===== src/rtl/pss_pkg.sv =====
package pss_pkg;

  localparam int MAX_MOTIF_LEN = 32;
  localparam int ROW_W = $clog2(MAX_MOTIF_LEN);
  localparam int LEN_W = 6;
  localparam int WEIGHT_BITS = 16;
  localparam int SCORE_W = 21;
  localparam int COL_W = 2;
  localparam int ADDR_W = ROW_W + COL_W;
  localparam int CODE_W = 3;

  localparam logic OP_LOAD = 1'b0;
  localparam logic OP_PUSH = 1'b1;

  typedef logic [CODE_W-1:0] code_t;

  localparam code_t CODE_A = 3'd0;
  localparam code_t CODE_C = 3'd1;
  localparam code_t CODE_G = 3'd2;
  localparam code_t CODE_T = 3'd3;
  localparam code_t CODE_BAD = 3'd4;

  localparam logic [7:0] CHAR_UA = 8'h41;
  localparam logic [7:0] CHAR_LA = 8'h61;
  localparam logic [7:0] CHAR_UC = 8'h43;
  localparam logic [7:0] CHAR_LC = 8'h63;
  localparam logic [7:0] CHAR_UG = 8'h47;
  localparam logic [7:0] CHAR_LG = 8'h67;
  localparam logic [7:0] CHAR_UT = 8'h54;
  localparam logic [7:0] CHAR_LT = 8'h74;

  typedef struct packed {
    logic push;
    logic step;
  } cell_ctrl_t;

  typedef struct packed {
    logic clear;
    logic rd_en;
    logic [ROW_W-1:0] row;
    code_t code;
  } acc_ctrl_t;

  function automatic code_t base_code(input logic [7:0] ch);
    code_t c;
    case (ch)
      CHAR_UA, CHAR_LA: c = CODE_A;
      CHAR_UC, CHAR_LC: c = CODE_C;
      CHAR_UG, CHAR_LG: c = CODE_G;
      CHAR_UT, CHAR_LT: c = CODE_T;
      default: c = CODE_BAD;
    endcase
    return c;
  endfunction

endpackage


===== src/rtl/pss_cell.sv =====
module pss_cell (
  input  logic                clk,
  input  pss_pkg::cell_ctrl_t ctrl,
  input  pss_pkg::code_t      win_in,
  input  pss_pkg::code_t      scan_in,
  output pss_pkg::code_t      win,
  output pss_pkg::code_t      scan
);

  always_ff @(posedge clk) begin
    if (ctrl.push) begin
      win <= win_in;
      scan <= win_in;
    end else if (ctrl.step) begin
      scan <= scan_in;
    end
  end

endmodule


===== src/rtl/pss_acc.sv =====
module pss_acc (
  input  logic                                   clk,
  input  logic                                   rst,
  input  logic                                   we,
  input  logic [pss_pkg::ROW_W-1:0]              wr_row,
  input  logic [pss_pkg::COL_W-1:0]              wr_col,
  input  logic signed [pss_pkg::WEIGHT_BITS-1:0] wr_data,
  input  pss_pkg::acc_ctrl_t                     ctrl,
  output logic signed [pss_pkg::SCORE_W-1:0]     acc,
  output logic                                   bad
);

  localparam int DEPTH = 1 << pss_pkg::ADDR_W;
  localparam int EXT_W = pss_pkg::SCORE_W - pss_pkg::WEIGHT_BITS;

  logic signed [pss_pkg::WEIGHT_BITS-1:0] mem [DEPTH];
  logic signed [pss_pkg::WEIGHT_BITS-1:0] rd_data;
  logic rd_valid;
  logic rd_bad;
  logic signed [pss_pkg::SCORE_W-1:0] rd_ext;

  always_ff @(posedge clk) begin
    if (we) begin
      mem[{wr_row, wr_col}] <= wr_data;
    end
    if (ctrl.rd_en) begin
      rd_data <= mem[{ctrl.row, ctrl.code[pss_pkg::COL_W-1:0]}];
    end
  end

  always_ff @(posedge clk) begin
    if (rst) begin
      rd_valid <= 1'b0;
    end else begin
      rd_valid <= ctrl.rd_en;
    end
  end

  always_ff @(posedge clk) begin
    rd_bad <= (ctrl.code == pss_pkg::CODE_BAD);
  end

  assign rd_ext = {{EXT_W{rd_data[pss_pkg::WEIGHT_BITS-1]}}, rd_data};

  always_ff @(posedge clk) begin
    if (ctrl.clear) begin
      acc <= '0;
      bad <= 1'b0;
    end else if (rd_valid) begin
      bad <= bad | rd_bad;
      if (!rd_bad) begin
        acc <= acc + rd_ext;
      end
    end
  end

endmodule


===== src/rtl/pwm_sequence_scan.sv =====
// A load, or a push that does not complete a window, leaves the block idle. A push
// that completes a window of m bases reads it out of the cell chain one base per
// cycle into a single weight memory read port and accumulator; the next beat is
// taken once the output register is free and the result has been loaded into it.
// Reset clears the fill count and control state and sets motif_length to 1;
// the weights are undefined until loaded.
module pwm_sequence_scan (
  input  logic                                   clk,
  input  logic                                   rst,
  input  logic                                   motif_length_we,
  input  logic [pss_pkg::LEN_W-1:0]              motif_length,
  input  logic                                   in_valid,
  output logic                                   in_ready,
  input  logic                                   op,
  input  logic [pss_pkg::ROW_W-1:0]              row,
  input  logic [pss_pkg::COL_W-1:0]              column,
  input  logic signed [pss_pkg::WEIGHT_BITS-1:0] weight,
  input  logic [7:0]                             base_char,
  input  logic                                   first_of_sequence,
  output logic                                   out_valid,
  input  logic                                   out_ready,
  output logic signed [pss_pkg::SCORE_W-1:0]     score,
  output logic                                   valid_res
);

  typedef enum logic [3:0] {
    ST_IDLE  = 4'b0001,
    ST_SCAN  = 4'b0010,
    ST_DRAIN = 4'b0100,
    ST_DONE  = 4'b1000
  } state_t;

  localparam int N = pss_pkg::MAX_MOTIF_LEN;
  localparam logic [pss_pkg::LEN_W-1:0] LEN_MAX = pss_pkg::LEN_W'(N);
  localparam logic [pss_pkg::LEN_W-1:0] LEN_ONE = pss_pkg::LEN_W'(1);
  localparam logic [pss_pkg::ROW_W-1:0] ROW_ONE = pss_pkg::ROW_W'(1);

  state_t state;
  state_t state_next;
  logic [pss_pkg::LEN_W-1:0] motif_len;
  logic [pss_pkg::LEN_W-1:0] len_eff;
  logic [pss_pkg::ROW_W-1:0] len_last;
  logic [pss_pkg::LEN_W-1:0] fill_count;
  logic [pss_pkg::LEN_W-1:0] fill_count_next;
  logic [pss_pkg::ROW_W-1:0] step_idx;
  logic accept;
  logic push;
  logic load_out;

  pss_pkg::code_t win_codes [N];
  pss_pkg::code_t scan_codes [N];
  pss_pkg::cell_ctrl_t cell_ctrl;
  pss_pkg::acc_ctrl_t acc_ctrl;
  logic signed [pss_pkg::SCORE_W-1:0] acc;
  logic bad;

  always_comb begin
    if (motif_len == '0) begin
      len_eff = LEN_ONE;
    end else if (motif_len > LEN_MAX) begin
      len_eff = LEN_MAX;
    end else begin
      len_eff = motif_len;
    end
  end

  assign len_last = pss_pkg::ROW_W'(len_eff - LEN_ONE);

  always_ff @(posedge clk) begin
    if (rst) begin
      motif_len <= LEN_ONE;
    end else if (motif_length_we) begin
      motif_len <= motif_length;
    end
  end

  assign in_ready = (state == ST_IDLE);
  assign accept = in_valid && in_ready;
  assign push = accept && (op == pss_pkg::OP_PUSH);

  always_comb begin
    if (first_of_sequence) begin
      fill_count_next = LEN_ONE;
    end else if (fill_count == LEN_MAX) begin
      fill_count_next = LEN_MAX;
    end else begin
      fill_count_next = fill_count + LEN_ONE;
    end
  end

  assign load_out = (state == ST_DONE) && (!out_valid || out_ready);

  always_comb begin
    state_next = state;
    case (state)
      ST_IDLE: begin
        if (push && (fill_count_next >= len_eff)) begin
          state_next = ST_SCAN;
        end
      end
      ST_SCAN: begin
        if (step_idx == len_last) begin
          state_next = ST_DRAIN;
        end
      end
      ST_DRAIN: state_next = ST_DONE;
      ST_DONE: begin
        if (load_out) begin
          state_next = ST_IDLE;
        end
      end
      default: state_next = ST_IDLE;
    endcase
  end

  always_ff @(posedge clk) begin
    if (rst) begin
      state <= ST_IDLE;
      fill_count <= '0;
      step_idx <= '0;
      out_valid <= 1'b0;
    end else begin
      state <= state_next;
      if (push) begin
        fill_count <= fill_count_next;
      end
      if (state == ST_SCAN) begin
        step_idx <= step_idx + ROW_ONE;
      end else begin
        step_idx <= '0;
      end
      if (load_out) begin
        out_valid <= 1'b1;
      end else if (out_ready) begin
        out_valid <= 1'b0;
      end
    end
  end

  always_ff @(posedge clk) begin
    if (load_out) begin
      score <= bad ? '0 : acc;
      valid_res <= !bad;
    end
  end

  assign cell_ctrl.push = push;
  assign cell_ctrl.step = (state == ST_SCAN);

  for (genvar k = 0; k < N; k++) begin : g_cell
    pss_pkg::code_t win_in;
    pss_pkg::code_t scan_in;
    if (k == 0) begin : g_head
      assign win_in = pss_pkg::base_code(base_char);
      assign scan_in = pss_pkg::CODE_BAD;
    end else begin : g_body
      assign win_in = win_codes[k-1];
      assign scan_in = scan_codes[k-1];
    end
    pss_cell u_cell (
      .clk     (clk),
      .ctrl    (cell_ctrl),
      .win_in  (win_in),
      .scan_in (scan_in),
      .win     (win_codes[k]),
      .scan    (scan_codes[k])
    );
  end

  assign acc_ctrl.clear = push;
  assign acc_ctrl.rd_en = (state == ST_SCAN);
  assign acc_ctrl.row = step_idx;
  assign acc_ctrl.code = scan_codes[len_last];

  pss_acc u_acc (
    .clk     (clk),
    .rst     (rst),
    .we      (accept && (op == pss_pkg::OP_LOAD)),
    .wr_row  (row),
    .wr_col  (column),
    .wr_data (weight),
    .ctrl    (acc_ctrl),
    .acc     (acc),
    .bad     (bad)
  );

endmodule


===== config.mk =====
export PLATFORM = sky130hd
export DESIGN_NAME = pwm_sequence_scan
export DESIGN_NICKNAME = d
export VERILOG_FILES = /design/src/rtl/pss_pkg.sv /design/src/rtl/pss_cell.sv /design/src/rtl/pss_acc.sv /design/src/rtl/pwm_sequence_scan.sv
export SDC_FILE = /design/constraint.sdc
export NUM_CORES = 2
export LEC_CHECK = 0
export ABC_AREA = 1
export BUFFER_PORTS_ARGS = -buffer_cell sky130_fd_sc_hd__buf_2
export CORE_MARGIN = 1.5
export CORE_UTILIZATION = 65
export CTS_BUF_LIST = sky130_fd_sc_hd__clkbuf_2
export CTS_CLUSTER_SIZE = 25
export DETAILED_ROUTE_END_ITERATION = 12
export PLACE_DENSITY = 0.82
export RECOVER_POWER = 50
export REMOVE_ABC_BUFFERS = 1
export SYNTH_ARGS = -nofsm -noshare
export SYNTH_HDL_FRONTEND = slang
export SYNTH_SLANG_ARGS = --single-unit

===== constraint.sdc =====
create_clock -name clk -period 9.78 [get_ports clk]
set_clock_uncertainty 0.15 [all_clocks]
set_input_delay 1.956 -clock clk [delete_from_list [all_inputs] [get_ports clk]]
set_output_delay 1.956 -clock clk [all_outputs]
set_load 0.02 [all_outputs]

==> results_dict.tcl <==
set metrics [dict create \
    hold_path_class "input pin to register" \
    cap_violations 43 \
    tightest_slew_ps 5290 \
    worst_path_dominant_cell_family "buffers and inverters" \
    yosysSeqAreaShare 0.679 \
    cts_resized 0 \
    die_h_um 399 \
    drt-vias-per-instance 6.06 \
    p_seq_frac 0.471 \
    grt_overflow 0 \
    wl_met3_um 35100 \
    ctsHtreeMaxLevel 6 \
    clockBufferDepth 4 \
    core_area_um2 156000 \
    critical_path_depth 9 \
    worst_hold_path.endpoint "motif_len[2]$_SDFFE_PP0P_" \
    vias 72800 \
    io_pins 68 \
    maxSlewHeadroom -2.53 \
    max_freq_mhz 126 \
    layout_commonest_cell "edfxtp_1" \
    p_switching_mw 8.30 \
    final_cell_mix "edfxtp_1, nand3_1, nand2_1" \
    hold_violations 0 \
    start_util 0.654 \
    grt_pass1_wl_um 402000 \
    synthCells 9275 \
    setup.worst_path.start_class "register" \
    n_fill_cell 10500 \
    wl_met1_um 94300 \
    dr.pass1.iters 10 \
    rrSetupSlack_ps 1850 \
    worst_r2r_path_depth 9 \
    dieWidth_um 399 \
    min_period_over_period 0.811 \
    clk_pin_slew_ps 110 \
    power.share.combinational 0.262 \
    setup_violations 0 \
    wl_per_cell_um 22.4 \
    r2r-start "step_idx[1]$_SDFF_PP0_" \
    rsz0062_at_grt "no" \
    worst_setup_path_end_kind "register" \
    rows 145 \
    violations "max-capacitance violations, max-slew violations" \
    final-seq-area_um2 69200 \
    worstSkewPairLatency_ps 1820 \
    placed_cell_area_um2 105000 \
    final_util 0.701 \
    synth_area_um2 102000 \
    portBuffers 66 \
    cp_slowest_stage_delay_ps 2780 \
    syn_area_per_cell_um2 11.0 \
    min-delay-start "motif_length[2]" \
    area_growth_pct 7.18 \
    grt_max_degree 164 \
    first_iter_violations 10300 \
    cts_tree "yes" \
    synthFlopType "edfxtp_1" \
    hpwl_um 146000 \
    hold-path-cell-count 3 \
    grt_util_all_layers 0.336 \
    cp_max_fo 49 \
    status "finished, violations left" \
    layoutNonFillerInstCount 12000 \
    fin_nets 9638 \
    drv_slew 2404 \
    gp_congestion 0.975 \
    dr_wl_met2_um 126000 \
    multi_input_area_um2 25800 \
    pwr-share-clk 0.267 \
    drive_gt1_frac 0.114 \
    root_buffer "clkbuf_2" \
    synth_edf_count 2275 \
    async_flop_share 0 \
    worstPathArrival_ps 9320 \
    drt-total-wl_um 270000 \
    total_power_mw 23.5 \
    ir_drop_uv 202 \
    yosys_warnings 0 \
    switching_share 0.353 \
    cts_hold_buf 0 \
    ys_types 42 \
    grt_pass1_vias 70900 \
    finalInstanceArea_um2 109000 \
    cts_buffers 578 \
    crit_buf_inv 3 \
    ys_seq_elements 2321 \
    drc 0 \
    crit_path_top_delay_cell "clkinvlp_2" \
    top_layer "met5" \
    p_per_area_nw_per_um2 215 \
    hold_ws_ps 192 \
    cts_sinks 2321 \
    post_cts_buffers 0 \
    crit_required_ps 11170 \
    p_leak_nw 43.5 \
    period_needed_ps 7930 \
    die_area_um2 159000 \
    timing_worst_setup_path_type "register to register" \
    antenna_found_initial 13 \
    path_cells "clkinvlp_2 -> buf_4 -> buf_4 -> nand3_1 -> nand2_1 -> nand2_1 -> nand3_1 -> nor2_1 -> nor2_1" \
    r2r-end "u_acc.rd_data[3]$_DFFE_PP_" \
    antenna_left 0 \
    placedCellCount 11000 \
    p_int_mw 15.2 \
]
-- worst register-to-register path, stage by stage (launching register included) --
cell	delay, ps
dfxtp_1	1840
clkinvlp_2	2820
buf_4	980
buf_4	470
nand3_1	350
nand2_1	210
nand2_1	120
nand3_1	240
nor2_1	310
nor2_1	170
-- worst max path at each step --
stage	start	endpoint	slack [ps]
6_report	step_idx[1]$_SDFF_PP0_	u_acc.rd_data[3]$_DFFE_PP_	1850
4_1_cts	motif_len[2]$_SDFFE_PP0P_	u_acc.rd_data[11]$_DFFE_PP_	3280
5_1_grt	step_idx[1]$_SDFF_PP0_	u_acc.rd_data[3]$_DFFE_PP_	1940
3_3_place_gp	motif_len[2]$_SDFFE_PP0P_	u_acc.rd_data[11]$_DFFE_PP_	3490
3_5_place_dp	motif_len[2]$_SDFFE_PP0P_	u_acc.rd_data[11]$_DFFE_PP_	3360
2_1_floorplan	motif_len[5]$_SDFFE_PP0P_	u_acc.rd_data[13]$_DFFE_PP_	-23240
-- cell usage after synthesis (4+ instances only) --
cell type / instances / area [um^2]
nand2_2: 4 / 25.0
buf_4: 22 / 165
o21ai_0: 94 / 470
edfxtp_1: 2275 / 68300
nor3_1: 6 / 30.0
xnor2_1: 6 / 52.6
nand3b_1: 791 / 5940
ha_1: 30 / 375
buf_1: 56 / 210
clkbuf_1: 254 / 953
inv_2: 6 / 22.5
o211ai_1: 36 / 270
nand3_1: 1927 / 9640
o21a_1: 6 / 45.0
a21oi_1: 53 / 265
nand2_1: 1894 / 7110
buf_2: 257 / 1290
nor2_1: 282 / 1060
inv_1: 1181 / 4430
xor2_1: 16 / 140
dfxtp_1: 46 / 921
-- layout make-up --
class,count,share of cell area
repair buffers,299,0.0214
clock inverters,128,0.00696
clock buffers,829,0.0379
inverters,1189,0.0409
well taps,2058,0.0235
diodes,20,0.000458
multi-input cells,5174,0.236
flip-flops and latches,2321,0.633
-- through the flow --
stage	setup slack, ps	TNS [ps]
floorplan	-23240	-1477920
global placement	3490	0
CTS	3280	0
finish	1850	0
global route	1940	0
detailed placement	3360	0
-- layer usage --
metal / global-route usage / vias to the layer above
met5: 0 / -
li1: - / 32600
met3: 0.0868 / 894
met1: 0.430 / 34300
met4: 0.193 / 10
met2: 0.524 / 5046
-- power groups by stage --
stage | logic, mW | clock network (mW) | registers (mW)
after floorplan | 4.61 | 0 | 11.3
after global placement | 5.75 | 0 | 11.3
after detailed placement | 5.94 | 0 | 11.3
after CTS | 5.97 | 6.32 | 11.0
after global routing | 6.59 | 6.81 | 11.1
final | 6.14 | 6.27 | 11.1
-- cells by family after synthesis --
group	after synthesis	synth area share
AND/OR/NAND/NOR	4918	0.234
flip-flops	2321	0.679
buffers and inverters	1780	0.0696
AO/OA/AOI/OAI	201	0.0112
adder cells (fa/ha/maj)	31	0.00388
XOR/XNOR	24	0.00232
-- state kept, by name (all words and copies together) (netlist names), 4 cells and up --
| name | cells |
|---|---|
| fill_count | 6 |
| g_cell.u_cell.scan | 96 |
| g_cell.u_cell.win | 93 |
| motif_len | 6 |
| score | 21 |
| state | 4 |
| step_idx | 5 |
| u_acc.acc | 21 |
| u_acc.mem | 2048 |
| u_acc.rd_data | 16 |
No activity file was read; power rests on OpenSTA's default activity.
